`src/sv/assert_macros.svh`:
```
// ----------------------------------------------------------------------------
// Assertion macros
// Shared concurrent assertion forms, clocked on clk_i and held off in reset.
// ----------------------------------------------------------------------------
`ifndef ASSERT_MACROS_SVH
`define ASSERT_MACROS_SVH

// The property must hold at every clock edge outside reset.
`define ASSERT_CLK(label, prop, msg) \
  label: assert property (@(posedge clk_i) disable iff (!rst_ni) prop) else $error(msg);

// The condition must never be seen at a clock edge outside reset.
`define ASSERT_NEVER(label, cond, msg) \
  label: assert property (@(posedge clk_i) disable iff (!rst_ni) !(cond)) else $error(msg);

`endif

```
`src/sv/lcb_pkg.sv`:
```
// ----------------------------------------------------------------------------
// lcb_pkg
// Field widths, operation codes, register indexes, reset values and the limits type of the contact bucket.
// ----------------------------------------------------------------------------
package lcb_pkg;

  localparam int OP_W       = 3;
  localparam int ID_W       = 64;
  localparam int ADDR_W     = 48;
  localparam int FAIL_W     = 8;
  localparam int CNT_W      = 5;
  localparam int SCNT_W     = 4;
  localparam int CFG_IDX_W  = 2;
  localparam int CFG_DATA_W = 5;
  localparam int LIM_W      = 8;

  localparam logic [OP_W-1:0] OP_ADD    = 3'd0;
  localparam logic [OP_W-1:0] OP_REMOVE = 3'd1;
  localparam logic [OP_W-1:0] OP_FIND   = 3'd2;
  localparam logic [OP_W-1:0] OP_MARK   = 3'd3;
  localparam logic [OP_W-1:0] OP_TOUCH  = 3'd4;
  localparam logic [OP_W-1:0] OP_DUMP   = 3'd5;
  localparam logic [OP_W-1:0] OP_CLEAR  = 3'd6;

  localparam logic [CFG_IDX_W-1:0] REG_BUCKET_CAP  = 2'd0;
  localparam logic [CFG_IDX_W-1:0] REG_REPL_LIMIT  = 2'd1;

  localparam logic [CNT_W-1:0]  CAP_RESET = 5'd20;
  localparam logic [SCNT_W-1:0] LIM_RESET = 4'd8;

  localparam logic [FAIL_W-1:0] FAIL_MAX = 8'hFF;

  // Effective limits after clamping into the supported ranges.
  typedef struct packed {
    logic [LIM_W-1:0] cap;
    logic [LIM_W-1:0] lim;
  } lcb_limits_t;

endpackage

```
`src/sv/lcb_cfg.sv`:
```
// ----------------------------------------------------------------------------
// lcb_cfg
// Configuration registers of the bucket and the clamping of their values.
// ----------------------------------------------------------------------------
module lcb_cfg #(
  parameter int MAX_CONTACTS = 20,
  parameter int MAX_SPARES   = 8
) (
  input  logic                           clk_i,
  input  logic                           rst_ni,
  input  logic                           cfg_we_i,
  input  logic [lcb_pkg::CFG_IDX_W-1:0]  cfg_idx_i,
  input  logic [lcb_pkg::CFG_DATA_W-1:0] cfg_wdata_i,
  output lcb_pkg::lcb_limits_t           limits_o
);
  import lcb_pkg::*;

  logic [CNT_W-1:0]  cap_q, cap_d;
  logic [SCNT_W-1:0] lim_q, lim_d;
  logic [LIM_W-1:0]  cap_w, lim_w;

  always_comb begin
    cap_d = cap_q;
    lim_d = lim_q;
    if (cfg_we_i) begin
      case (cfg_idx_i)
        REG_BUCKET_CAP: cap_d = cfg_wdata_i[CNT_W-1:0];
        REG_REPL_LIMIT: lim_d = cfg_wdata_i[SCNT_W-1:0];
        default: ;
      endcase
    end
  end

  always_ff @(posedge clk_i or negedge rst_ni) begin
    if (!rst_ni) begin
      cap_q <= CAP_RESET;
      lim_q <= LIM_RESET;
    end else begin
      cap_q <= cap_d;
      lim_q <= lim_d;
    end
  end

  // A capacity of zero behaves as one; both limits saturate at the storage depth.
  always_comb begin
    cap_w = LIM_W'(cap_q);
    lim_w = LIM_W'(lim_q);
    if (cap_w == '0) begin
      limits_o.cap = LIM_W'(1);
    end else if (cap_w > LIM_W'(MAX_CONTACTS)) begin
      limits_o.cap = LIM_W'(MAX_CONTACTS);
    end else begin
      limits_o.cap = cap_w;
    end
    if (lim_w > LIM_W'(MAX_SPARES)) begin
      limits_o.lim = LIM_W'(MAX_SPARES);
    end else begin
      limits_o.lim = lim_w;
    end
  end

endmodule

```
`src/sv/lru_contact_bucket_with_replacements.sv`:
```
// ----------------------------------------------------------------------------
// lru_contact_bucket_with_replacements
// Recency-ordered contact bucket with a FIFO replacement cache, worked by a
// small sequencer over contact and spare memories with one read and one write port.
// ----------------------------------------------------------------------------
// Channel   Direction  Handshake                Payload
// command   in         start high, busy low     op_i, node_id_i, peer_address_i
// result    out        result_valid_o strobe    ok_o ... last_o
// config    in         cfg_we_i                 cfg_idx_i, cfg_wdata_i
//
// Each word walks the contacts one read per cycle: a find or mark scans the n
// contacts held, an add or touch that hits or a remove also shifts each later
// entry down by one place, and a dump emits one word per cycle.
// Each memory has a single read port and a separate write port.
// Reset clears the held counts and control state only; memory contents need no clearing pass.
// Results are strobed for one cycle and cannot be held off by the receiver.
// ----------------------------------------------------------------------------
module lru_contact_bucket_with_replacements #(
  parameter int MAX_CONTACTS = 20,
  parameter int MAX_SPARES   = 8,
  parameter int ID_BITS      = 64,
  parameter int ADDRESS_BITS = 48
) (
  input  logic                           clk_i,
  input  logic                           rst_ni,
  input  logic                           start,
  output logic                           busy,
  input  logic                           cfg_we_i,
  input  logic [lcb_pkg::CFG_IDX_W-1:0]  cfg_idx_i,
  input  logic [lcb_pkg::CFG_DATA_W-1:0] cfg_wdata_i,
  input  logic [lcb_pkg::OP_W-1:0]       op_i,
  input  logic [lcb_pkg::ID_W-1:0]       node_id_i,
  input  logic [lcb_pkg::ADDR_W-1:0]     peer_address_i,
  output logic                           result_valid_o,
  output logic                           ok_o,
  output logic [lcb_pkg::ID_W-1:0]       entry_id_o,
  output logic [lcb_pkg::ADDR_W-1:0]     entry_address_o,
  output logic [lcb_pkg::FAIL_W-1:0]     entry_fail_count_o,
  output logic                           oldest_valid_o,
  output logic [lcb_pkg::ID_W-1:0]       oldest_id_o,
  output logic [lcb_pkg::CNT_W-1:0]      contact_count_o,
  output logic [lcb_pkg::SCNT_W-1:0]     replacement_count_o,
  output logic                           last_o
);
  import lcb_pkg::*;

  localparam int CIW = (MAX_CONTACTS > 1) ? $clog2(MAX_CONTACTS) : 1;
  localparam int SIW = (MAX_SPARES > 1) ? $clog2(MAX_SPARES) : 1;
  localparam int CCW = $clog2(MAX_CONTACTS + 1);
  localparam int SCW = $clog2(MAX_SPARES + 1);
  localparam int PW  = (CCW > SCW) ? CCW : SCW;

  localparam logic [3:0] ST_IDLE   = 4'd0;
  localparam logic [3:0] ST_CSCAN  = 4'd1;
  localparam logic [3:0] ST_SSCAN  = 4'd2;
  localparam logic [3:0] ST_CSHIFT = 4'd3;
  localparam logic [3:0] ST_SSHIFT = 4'd4;
  localparam logic [3:0] ST_CPUSH  = 4'd5;
  localparam logic [3:0] ST_SPUSH  = 4'd6;
  localparam logic [3:0] ST_SUPD   = 4'd7;
  localparam logic [3:0] ST_SHEAD  = 4'd8;
  localparam logic [3:0] ST_SHEADW = 4'd9;
  localparam logic [3:0] ST_MARK   = 4'd10;
  localparam logic [3:0] ST_RESULT = 4'd11;
  localparam logic [3:0] ST_DUMP   = 4'd12;

  lcb_limits_t limits;

  lcb_cfg #(
    .MAX_CONTACTS (MAX_CONTACTS),
    .MAX_SPARES   (MAX_SPARES)
  ) u_cfg (
    .clk_i       (clk_i),
    .rst_ni      (rst_ni),
    .cfg_we_i    (cfg_we_i),
    .cfg_idx_i   (cfg_idx_i),
    .cfg_wdata_i (cfg_wdata_i),
    .limits_o    (limits)
  );

  // Control state
  logic [3:0]          state_q, state_d;
  logic [CCW-1:0]      c_held_q, c_held_d;
  logic [SCW-1:0]      s_held_q, s_held_d;
  logic [PW-1:0]       ptr_q, ptr_d;
  logic [PW-1:0]       pidx_q, pidx_d;
  logic                pend_q, pend_d;
  logic                res_valid_q;

  // Payload registers
  logic [OP_W-1:0]         op_q, op_d;
  logic [ID_BITS-1:0]      id_q, id_d;
  logic [ADDRESS_BITS-1:0] addr_q, addr_d;
  logic [PW-1:0]           k_q, k_d;
  logic                    ok_q, ok_d;
  logic [ID_BITS-1:0]      ent_id_q, ent_id_d;
  logic [ADDRESS_BITS-1:0] ent_addr_q, ent_addr_d;
  logic [FAIL_W-1:0]       ent_fail_q, ent_fail_d;
  logic [ID_BITS-1:0]      push_id_q, push_id_d;
  logic [ADDRESS_BITS-1:0] push_addr_q, push_addr_d;
  logic [ID_BITS-1:0]      oldest_q, oldest_d;

  // Output registers
  logic                    res_ok_q, res_last_q, res_ovalid_q;
  logic [ID_W-1:0]         res_id_q, res_oid_q;
  logic [ADDR_W-1:0]       res_addr_q;
  logic [FAIL_W-1:0]       res_fail_q;
  logic [CNT_W-1:0]        res_cnt_q;
  logic [SCNT_W-1:0]       res_scnt_q;

  // Emit request
  logic                    emit, e_ok, e_last;
  logic [ID_BITS-1:0]      e_id;
  logic [ADDRESS_BITS-1:0] e_addr;
  logic [FAIL_W-1:0]       e_fail;

  // Contact memory
  logic [ID_BITS-1:0]      c_id_mem   [MAX_CONTACTS];
  logic [ADDRESS_BITS-1:0] c_addr_mem [MAX_CONTACTS];
  logic [FAIL_W-1:0]       c_fail_mem [MAX_CONTACTS];
  logic                    c_re, c_we;
  logic [CIW-1:0]          c_raddr, c_waddr;
  logic [ID_BITS-1:0]      c_wid, c_rd_id_q;
  logic [ADDRESS_BITS-1:0] c_waddr_val, c_rd_addr_q;
  logic [FAIL_W-1:0]       c_wfail, c_rd_fail_q;

  // Spare memory
  logic [ID_BITS-1:0]      s_id_mem   [MAX_SPARES];
  logic [ADDRESS_BITS-1:0] s_addr_mem [MAX_SPARES];
  logic                    s_re, s_we;
  logic [SIW-1:0]          s_raddr, s_waddr;
  logic [ID_BITS-1:0]      s_wid, s_rd_id_q;
  logic [ADDRESS_BITS-1:0] s_waddr_val, s_rd_addr_q;

  logic [PW-1:0] c_held_p, s_held_p, pidx_m1, ptr_p1, pidx_p1;
  logic          c_hit, s_hit, has_room, s_full, lim_zero, dump_last;

  assign busy     = (state_q != ST_IDLE);
  assign c_held_p = PW'(c_held_q);
  assign s_held_p = PW'(s_held_q);
  assign pidx_m1  = pidx_q - 1'b1;
  assign pidx_p1  = pidx_q + 1'b1;
  assign ptr_p1   = ptr_q + 1'b1;
  assign c_hit    = pend_q && (c_rd_id_q == id_q);
  assign s_hit    = pend_q && (s_rd_id_q == id_q);
  assign has_room = LIM_W'(c_held_q) < limits.cap;
  assign s_full   = LIM_W'(s_held_q) >= limits.lim;
  assign lim_zero = (limits.lim == '0);
  assign dump_last = (pidx_q == c_held_p - 1'b1);

  always_comb begin
    state_d     = state_q;
    c_held_d    = c_held_q;
    s_held_d    = s_held_q;
    ptr_d       = ptr_q;
    pidx_d      = pidx_q;
    pend_d      = pend_q;
    op_d        = op_q;
    id_d        = id_q;
    addr_d      = addr_q;
    k_d         = k_q;
    ok_d        = ok_q;
    ent_id_d    = ent_id_q;
    ent_addr_d  = ent_addr_q;
    ent_fail_d  = ent_fail_q;
    push_id_d   = push_id_q;
    push_addr_d = push_addr_q;
    oldest_d    = oldest_q;

    emit   = 1'b0;
    e_ok   = ok_q;
    e_last = 1'b1;
    e_id   = ent_id_q;
    e_addr = ent_addr_q;
    e_fail = ent_fail_q;

    c_re        = 1'b0;
    c_raddr     = ptr_q[CIW-1:0];
    c_we        = 1'b0;
    c_waddr     = pidx_m1[CIW-1:0];
    c_wid       = c_rd_id_q;
    c_waddr_val = c_rd_addr_q;
    c_wfail     = c_rd_fail_q;
    s_re        = 1'b0;
    s_raddr     = ptr_q[SIW-1:0];
    s_we        = 1'b0;
    s_waddr     = pidx_m1[SIW-1:0];
    s_wid       = s_rd_id_q;
    s_waddr_val = s_rd_addr_q;

    case (state_q)
      ST_IDLE: begin
        if (start) begin
          op_d       = op_i;
          id_d       = node_id_i[ID_BITS-1:0];
          addr_d     = peer_address_i[ADDRESS_BITS-1:0];
          ptr_d      = '0;
          pend_d     = 1'b0;
          ok_d       = 1'b0;
          ent_id_d   = '0;
          ent_addr_d = '0;
          ent_fail_d = '0;
          case (op_i)
            OP_ADD, OP_REMOVE, OP_FIND, OP_MARK, OP_TOUCH: state_d = ST_CSCAN;
            OP_DUMP: state_d = (c_held_q == '0) ? ST_RESULT : ST_DUMP;
            OP_CLEAR: begin
              c_held_d = '0;
              s_held_d = '0;
              ok_d     = 1'b1;
              state_d  = ST_RESULT;
            end
            default: state_d = ST_RESULT;
          endcase
        end
      end

      ST_CSCAN: begin
        if (c_hit) begin
          k_d    = pidx_q;
          ptr_d  = pidx_p1;
          pend_d = 1'b0;
          ok_d   = 1'b1;
          case (op_q)
            OP_ADD: begin
              push_id_d   = id_q;
              push_addr_d = addr_q;
              state_d     = ST_CSHIFT;
            end
            OP_REMOVE: state_d = ST_CSHIFT;
            OP_FIND: begin
              ent_id_d   = c_rd_id_q;
              ent_addr_d = c_rd_addr_q;
              ent_fail_d = c_rd_fail_q;
              state_d    = ST_RESULT;
            end
            OP_MARK: begin
              ent_id_d   = c_rd_id_q;
              ent_addr_d = c_rd_addr_q;
              ent_fail_d = (c_rd_fail_q == FAIL_MAX) ? FAIL_MAX : c_rd_fail_q + 1'b1;
              state_d    = ST_MARK;
            end
            OP_TOUCH: begin
              ent_id_d    = c_rd_id_q;
              ent_addr_d  = c_rd_addr_q;
              ent_fail_d  = '0;
              push_id_d   = c_rd_id_q;
              push_addr_d = c_rd_addr_q;
              state_d     = ST_CSHIFT;
            end
            default: state_d = ST_RESULT;
          endcase
        end else if (ptr_q < c_held_p) begin
          c_re   = 1'b1;
          pend_d = 1'b1;
          pidx_d = ptr_q;
          ptr_d  = ptr_p1;
        end else if (pend_q) begin
          pend_d = 1'b0;
        end else begin
          // No contact carries the id.
          ptr_d = '0;
          case (op_q)
            OP_ADD: begin
              if (has_room) begin
                push_id_d   = id_q;
                push_addr_d = addr_q;
                ok_d        = 1'b1;
                state_d     = ST_CPUSH;
              end else begin
                state_d = ST_SSCAN;
              end
            end
            OP_REMOVE: state_d = ST_SSCAN;
            default:   state_d = ST_RESULT;
          endcase
        end
      end

      ST_SSCAN: begin
        if (s_hit) begin
          k_d    = pidx_q;
          ptr_d  = pidx_p1;
          pend_d = 1'b0;
          case (op_q)
            OP_ADD: state_d = ST_SUPD;
            OP_REMOVE: begin
              ok_d    = 1'b1;
              state_d = ST_SSHIFT;
            end
            default: state_d = ST_RESULT;
          endcase
        end else if (ptr_q < s_held_p) begin
          s_re   = 1'b1;
          pend_d = 1'b1;
          pidx_d = ptr_q;
          ptr_d  = ptr_p1;
        end else if (pend_q) begin
          pend_d = 1'b0;
        end else begin
          if (op_q == OP_ADD && !lim_zero) begin
            if (s_full) begin
              // Make room by dropping the oldest cached candidate.
              ptr_d   = PW'(1);
              state_d = ST_SSHIFT;
            end else begin
              state_d = ST_SPUSH;
            end
          end else begin
            state_d = ST_RESULT;
          end
        end
      end

      ST_CSHIFT: begin
        // Entry pidx moves down to pidx - 1 while the next one is read.
        if (pend_q) begin
          c_we = 1'b1;
        end
        if (ptr_q < c_held_p) begin
          c_re   = 1'b1;
          pend_d = 1'b1;
          pidx_d = ptr_q;
          ptr_d  = ptr_p1;
        end else begin
          pend_d = 1'b0;
          if (!pend_q) begin
            c_held_d = c_held_q - 1'b1;
            case (op_q)
              OP_ADD, OP_TOUCH: state_d = ST_CPUSH;
              OP_REMOVE: state_d = (s_held_q != '0) ? ST_SHEAD : ST_RESULT;
              default: state_d = ST_RESULT;
            endcase
          end
        end
      end

      ST_SSHIFT: begin
        if (pend_q) begin
          s_we = 1'b1;
        end
        if (ptr_q < s_held_p) begin
          s_re   = 1'b1;
          pend_d = 1'b1;
          pidx_d = ptr_q;
          ptr_d  = ptr_p1;
        end else begin
          pend_d = 1'b0;
          if (!pend_q) begin
            s_held_d = s_held_q - 1'b1;
            state_d  = (op_q == OP_ADD) ? ST_SPUSH : ST_RESULT;
          end
        end
      end

      ST_SHEAD: begin
        s_re    = 1'b1;
        s_raddr = '0;
        state_d = ST_SHEADW;
      end

      ST_SHEADW: begin
        push_id_d   = s_rd_id_q;
        push_addr_d = s_rd_addr_q;
        state_d     = ST_CPUSH;
      end

      ST_CPUSH: begin
        c_we        = 1'b1;
        c_waddr     = c_held_q[CIW-1:0];
        c_wid       = push_id_q;
        c_waddr_val = push_addr_q;
        c_wfail     = '0;
        c_held_d    = c_held_q + 1'b1;
        if (op_q == OP_REMOVE) begin
          // The promoted head leaves the cache.
          ptr_d   = PW'(1);
          pend_d  = 1'b0;
          state_d = ST_SSHIFT;
        end else begin
          state_d = ST_RESULT;
        end
      end

      ST_SPUSH: begin
        s_we        = 1'b1;
        s_waddr     = s_held_q[SIW-1:0];
        s_wid       = id_q;
        s_waddr_val = addr_q;
        s_held_d    = s_held_q + 1'b1;
        state_d     = ST_RESULT;
      end

      ST_SUPD: begin
        s_we        = 1'b1;
        s_waddr     = k_q[SIW-1:0];
        s_wid       = id_q;
        s_waddr_val = addr_q;
        state_d     = ST_RESULT;
      end

      ST_MARK: begin
        c_we        = 1'b1;
        c_waddr     = k_q[CIW-1:0];
        c_wid       = ent_id_q;
        c_waddr_val = ent_addr_q;
        c_wfail     = ent_fail_q;
        state_d     = ST_RESULT;
      end

      ST_RESULT: begin
        emit    = 1'b1;
        state_d = ST_IDLE;
      end

      ST_DUMP: begin
        if (pend_q) begin
          emit   = 1'b1;
          e_ok   = 1'b1;
          e_last = dump_last;
          e_id   = c_rd_id_q;
          e_addr = c_rd_addr_q;
          e_fail = c_rd_fail_q;
        end
        if (ptr_q < c_held_p) begin
          c_re   = 1'b1;
          pend_d = 1'b1;
          pidx_d = ptr_q;
          ptr_d  = ptr_p1;
        end else begin
          pend_d = 1'b0;
          if (pend_q) begin
            state_d = ST_IDLE;
          end
        end
      end

      default: state_d = ST_IDLE;
    endcase

    // The oldest id follows every write into the head slot.
    if (c_we && c_waddr == '0) begin
      oldest_d = c_wid;
    end
  end

  always_ff @(posedge clk_i or negedge rst_ni) begin
    if (!rst_ni) begin
      state_q     <= ST_IDLE;
      c_held_q    <= '0;
      s_held_q    <= '0;
      ptr_q       <= '0;
      pidx_q      <= '0;
      pend_q      <= 1'b0;
      res_valid_q <= 1'b0;
    end else begin
      state_q     <= state_d;
      c_held_q    <= c_held_d;
      s_held_q    <= s_held_d;
      ptr_q       <= ptr_d;
      pidx_q      <= pidx_d;
      pend_q      <= pend_d;
      res_valid_q <= emit;
    end
  end

  always_ff @(posedge clk_i) begin
    op_q        <= op_d;
    id_q        <= id_d;
    addr_q      <= addr_d;
    k_q         <= k_d;
    ok_q        <= ok_d;
    ent_id_q    <= ent_id_d;
    ent_addr_q  <= ent_addr_d;
    ent_fail_q  <= ent_fail_d;
    push_id_q   <= push_id_d;
    push_addr_q <= push_addr_d;
    oldest_q    <= oldest_d;
    if (emit) begin
      res_ok_q     <= e_ok;
      res_last_q   <= e_last;
      res_id_q     <= ID_W'(e_id);
      res_addr_q   <= ADDR_W'(e_addr);
      res_fail_q   <= e_fail;
      res_ovalid_q <= (c_held_q != '0);
      res_oid_q    <= (c_held_q != '0) ? ID_W'(oldest_q) : '0;
      res_cnt_q    <= CNT_W'(c_held_q);
      res_scnt_q   <= SCNT_W'(s_held_q);
    end
  end

  always_ff @(posedge clk_i) begin
    if (c_we) begin
      c_id_mem[c_waddr]   <= c_wid;
      c_addr_mem[c_waddr] <= c_waddr_val;
      c_fail_mem[c_waddr] <= c_wfail;
    end
    if (c_re) begin
      c_rd_id_q   <= c_id_mem[c_raddr];
      c_rd_addr_q <= c_addr_mem[c_raddr];
      c_rd_fail_q <= c_fail_mem[c_raddr];
    end
  end

  always_ff @(posedge clk_i) begin
    if (s_we) begin
      s_id_mem[s_waddr]   <= s_wid;
      s_addr_mem[s_waddr] <= s_waddr_val;
    end
    if (s_re) begin
      s_rd_id_q   <= s_id_mem[s_raddr];
      s_rd_addr_q <= s_addr_mem[s_raddr];
    end
  end

  assign result_valid_o      = res_valid_q;
  assign ok_o                = res_ok_q;
  assign entry_id_o          = res_id_q;
  assign entry_address_o     = res_addr_q;
  assign entry_fail_count_o  = res_fail_q;
  assign oldest_valid_o      = res_ovalid_q;
  assign oldest_id_o         = res_oid_q;
  assign contact_count_o     = res_cnt_q;
  assign replacement_count_o = res_scnt_q;
  assign last_o              = res_last_q;

  `include "assert_macros.svh"

  `ASSERT_NEVER(a_contacts_bounded, c_held_q > CCW'(MAX_CONTACTS), "contact count overflow")
  `ASSERT_NEVER(a_spares_bounded, s_held_q > SCW'(MAX_SPARES), "spare count overflow")
  `ASSERT_CLK(a_accept_busy, start && !busy |=> busy, "accepted word left sequencer idle")
  `ASSERT_CLK(a_last_idle, result_valid_o && last_o |-> !busy, "busy after final result")
  `ASSERT_CLK(a_more_busy, result_valid_o && !last_o |-> busy, "idle before final result")

endmodule

```
`config.mk`:
```
export PLATFORM = sky130hd
export DESIGN_NAME = lru_contact_bucket_with_replacements
export DESIGN_NICKNAME = d
export VERILOG_FILES = /design/src/sv/lcb_pkg.sv /design/src/sv/lcb_cfg.sv /design/src/sv/lru_contact_bucket_with_replacements.sv
export VERILOG_INCLUDE_DIRS = /design/src /design/src/sv
export SDC_FILE = /design/constraint.sdc
export NUM_CORES = 2
export LEC_CHECK = 0
export BUFFER_PORTS_ARGS = -buffer_cell sky130_fd_sc_hd__buf_2
export CORE_AREA = 4 4 645 647
export CTS_BUF_LIST = sky130_fd_sc_hd__clkbuf_8
export DETAILED_ROUTE_END_ITERATION = 12
export DIE_AREA = 0 0 649 651
export GPL_TIMING_DRIVEN = 0
export SYNTH_ARGS = -nofsm -noshare
export SYNTH_HDL_FRONTEND = slang
export SYNTH_SLANG_ARGS = --single-unit
```
`constraint.sdc`:
```
create_clock -name clk_i -period 20.6 [get_ports clk_i]
set_clock_uncertainty 0.1 [all_clocks]
set_input_delay 4.12 -clock clk_i [delete_from_list [all_inputs] [get_ports clk_i]]
set_output_delay 4.12 -clock clk_i [all_outputs]
set_load 0.01 [all_outputs]
```
==> flow_metrics.env <==
export IMPL_yosys_warnings=0
export IMPL_post_route_cells_drive_above_1_share_pct=20.6
export IMPL_insertion_delay_ns=1.28
export IMPL_first_global_vias=94300
export IMPL_rows=235
export IMPL_routed_via_density=5.88
export IMPL_drt_first_pass_iters=7
export IMPL_yosys_register_bits=4175
export IMPL_syn_area_per_cell_sq_um=17.7
export IMPL_fill_cells=34900
export IMPL_final_period_utilization_pct=36.1
export IMPL_power_density_cell_area_nw_per_um2=145
export IMPL_ys_async_sr_fraction_pct=0.814
export IMPL_ctsLongestPathBuffers=4
export IMPL_globalRoute_totalOverflow=0
export IMPL_synth_top_area_share_pct=76.0
export IMPL_seq_power_share_pct=46.1
export IMPL_timing_final_max_slew_violations=12
export IMPL_cell_internal_pwr_mw=17.3
export IMPL_comb_power_share_pct=30.1
export IMPL_drtAntennaViolNets=0
export IMPL_ctsRootBufferMaster="sky130_fd_sc_hd__clkbuf_8"
export IMPL_run_status="complete, but fails checks"
export IMPL_grt_total_usage_pct=25.6
export IMPL_report_final_setup_viol=0
export IMPL_timing_final_crit_period_ns=7.44
export IMPL_final_common_cell="sky130_fd_sc_hd__edfxtp_1"
export IMPL_synth_enable_flop_cells=4141
export IMPL_netlist_instances=9259
export IMPL_irDropWorstVdd_mv=0.0760
export IMPL_routedWlPerCell_um=33.8
export IMPL_clockPowerShare_pct=23.8
export IMPL_finalSetupTns_ns=0
export IMPL_pre_cts_slack_ns=13.34
export IMPL_hpwl_after_detailed_placement_um=397000
export IMPL_yosysSeqAreaShare_pct=76.6
export IMPL_synth_fp_nets=9412
export IMPL_vias=96900
export IMPL_crit_required_ns=21.46
export IMPL_worst_setup_hold_path_clk_slew_ns=0.07
export IMPL_violations_in_the_final_reports="max-capacitance violations, max-slew violations"
export IMPL_postSynth_topFlopCell="sky130_fd_sc_hd__edfxtp_1"
export IMPL_io_buffer_count=323
export IMPL_yosys_area_top_type="sky130_fd_sc_hd__edfxtp_1"
export IMPL_setup_repair_after_global_routing_missed_its_margin="false"
export IMPL_power_net_switching_mw=10.0
export IMPL_final_cell_area_sq_um=189000
export IMPL_hold_path_class="flop to flop"
export IMPL_power_total_mw=27.3
export IMPL_tightestPinTransition_ns=1.51
export IMPL_critPathCaptureType="flop"
export IMPL_ff2ff_setup_slack_ns=13.16
export IMPL_finished_layout_cells=16500
export IMPL_fp_dieH_um=651
export IMPL_grt_max_degree=65
export IMPL_cts_htree_levels=6
export IMPL_io_pins=324
export IMPL_critPathLaunchType="flop"
export IMPL_timing_setup_critical_path_class="flop to flop"
export IMPL_post_cts_resize_count=0
export IMPL_global_route_wire_length_before_repair_um=758000
export IMPL_timing_critical_path_arrival_ns=8.30
export IMPL_mostFrequentLayoutCells="sky130_fd_sc_hd__edfxtp_1, sky130_fd_sc_hd__nand2_1, sky130_fd_sc_hd__clkbuf_8, sky130_fd_sc_hd__mux4_2"
export IMPL_final_hold_violation_count=0
export IMPL_max_cap_violations=1
export IMPL_power_switching_fraction_pct=36.7
export IMPL_clkSinkCount=4175
export IMPL_number_of_buffers_created_by_cts=645
export IMPL_die_w_um=649
export IMPL_placedInstanceArea_sq_um=177000
export IMPL_timing_slew_headroom_pct=-0.620
export IMPL_tritoncts="done"
export IMPL_gpl_final_weighted_congestion=0.918
export IMPL_die_area_sq_um=422000
export IMPL_place_inst=15300
export IMPL_detailedRoute_firstIterationViolations=13900
export IMPL_grt_antenna_before_repair=59
export IMPL_remaining_drc_errors=0
export IMPL_critical_path_peak_fanout=10
export IMPL_initial_utilization_pct=39.9
export IMPL_post_synth_num_cell_types=72
export IMPL_cts_hold_repair_buffers=0
export IMPL_wirelength_um=556000
export IMPL_fin_ws_ns=13.16
export IMPL_final_seq_area_sq_um=125000
export IMPL_synth_area_sq_um=164000
export IMPL_fmax_ghz=0.134
export IMPL_core_sq_um=410000
export IMPL_p_leak_nw=62.8
export IMPL_synth_top_cells_by_area="sky130_fd_sc_hd__edfxtp_1, sky130_fd_sc_hd__mux4_2, sky130_fd_sc_hd__nand2_1"
export IMPL_area_delta_synth_final_pct=15.3
export IMPL_multi_input_comb_area_sq_um=36300
export IMPL_postCtsSetupRepairBufs=0
export IMPL_layout_nets=10600
[final timing paths]
check,from,endpoint,depth (start not counted)
worst max-delay path,id_q[2],push_id_q[28],20
worst min register to register,pidx_q[3],k_q[3],0
max in group asynchronous,rst_ni,c_raddr[2],1
worst min-delay path,pidx_q[3],k_q[3],0
worst max register to register,id_q[2],push_id_q[28],20
min in group asynchronous,rst_ni,result_valid_o,1
[registers in the layout (all words and copies together), names as in the netlist, 48 cells and up]
signal	flops
s_id_mem	512
c_rd_addr_q	48
c_fail_mem	160
s_addr_mem	384
c_rd_id_q	64
id_q	64
push_addr_q	48
ent_id_q	64
entry_address_o	48
oldest_id_o	64
s_rd_id_q	64
entry_id_o	64
ent_addr_q	48
addr_q	48
push_id_q	64
c_addr_mem	960
s_rd_addr_q	48
oldest_q	64
c_id_mem	1280
[through the flow]
step                      utilization (%)  hold WS, ns
after CTS                            46.0        0.349
after global routing                 46.0        0.352
after floorplan                         -        0.323
after global placement               42.0        0.330
final                                46.0        0.348
after detailed placement             43.1        0.333
[synthesized netlist by cell type, drive strengths merged, types with 3 or more instances]
| cell | n |
|---|---|
| mux4 | 503 |
| nor2 | 187 |
| xor2 | 135 |
| a211oi | 13 |
| edfxtp | 4141 |
| buf | 165 |
| or2 | 6 |
| o31ai | 9 |
| a22oi | 113 |
| inv | 29 |
| o22ai | 40 |
| and3 | 119 |
| nand3 | 273 |
| o221ai | 290 |
| a221oi | 3 |
| nand4 | 12 |
| xnor2 | 8 |
| dfrtp | 31 |
| dfstp | 3 |
| mux2i | 401 |
| and2 | 71 |
| nand2 | 1331 |
| mux2 | 264 |
| ha | 26 |
| clkbuf | 381 |
| o21ai | 384 |
| nor2b | 35 |
| or3 | 3 |
| a22o | 9 |
| nor3 | 9 |
| a31oi | 50 |
| a21o | 5 |
| nand2b | 14 |
| a21oi | 121 |
| nor4 | 39 |
| a21boi | 3 |
[area by class of cell]
| type | count | area share, % |
|---|---|---|
| antenna | 59 | 0.0783 |
| timing repair buffer | 546 | 3.17 |
| tap | 5451 | 3.62 |
| sequential | 4175 | 66.4 |
| multi-input combinational | 4509 | 19.3 |
| inverter | 29 | 0.0577 |
| clock buffer | 651 | 4.75 |
| buffer | 546 | 1.16 |
| clock inverter | 514 | 1.49 |
[layer usage]
| metal | up-vias | global-route usage (%) | wire [um] |
|---|---|---|---|
| li1 | 39200 | - | - |
| met1 | 50300 | 32.6 | 202000 |
| met2 | 6231 | 41.4 | 265000 |
| met3 | 1186 | 4.78 | 54900 |
| met4 | 16 | 14.5 | 35000 |
| met5 | - | 0 | 106 |
[logic make-up after synthesis]
group | after synthesis | synth area share [%]
flip-flops | 4175 | 76.6
AND/OR/NAND/NOR | 2107 | 5.55
multiplexers | 1168 | 11.2
AO/OA/AOI/OAI | 1064 | 4.31
buffers and inverters | 575 | 1.40
XOR/XNOR | 143 | 0.766
adder cells (fa/ha/maj) | 27 | 0.211
[power groups by stage]
stage | Combinational [mW] | Sequential (mW) | Clock [mW]
finish | 8.21 | 12.6 | 6.50
global route | 8.61 | 12.6 | 6.95
CTS | 8.13 | 12.5 | 6.55
detailed placement | 8.10 | 12.7 | 0
global placement | 7.60 | 13.0 | 0
floorplan | 4.46 | 12.4 | 0
[worst max-delay path: stages (launching register included)]
cell and delay (ns):
sky130_fd_sc_hd__edfxtp_1 0.64, sky130_fd_sc_hd__xor2_1 0.25, sky130_fd_sc_hd__nor4_1 0.66, sky130_fd_sc_hd__nand4_1 0.28
sky130_fd_sc_hd__nor4_4 1.16, sky130_fd_sc_hd__nand2_1 0.27, sky130_fd_sc_hd__nand2_1 0.33, sky130_fd_sc_hd__nor2_1 0.13
sky130_fd_sc_hd__nor4_2 0.81, sky130_fd_sc_hd__buf_4 0.33, sky130_fd_sc_hd__buf_4 0.21, sky130_fd_sc_hd__buf_4 0.21
sky130_fd_sc_hd__buf_4 0.17, sky130_fd_sc_hd__buf_4 0.19, sky130_fd_sc_hd__buf_4 0.21, sky130_fd_sc_hd__buf_4 0.20
sky130_fd_sc_hd__buf_4 0.20, sky130_fd_sc_hd__buf_4 0.20, sky130_fd_sc_hd__buf_4 0.20, sky130_fd_sc_hd__buf_6 0.16
sky130_fd_sc_hd__buf_4 0.16
No activity file was read; power rests on OpenSTA's default activity.
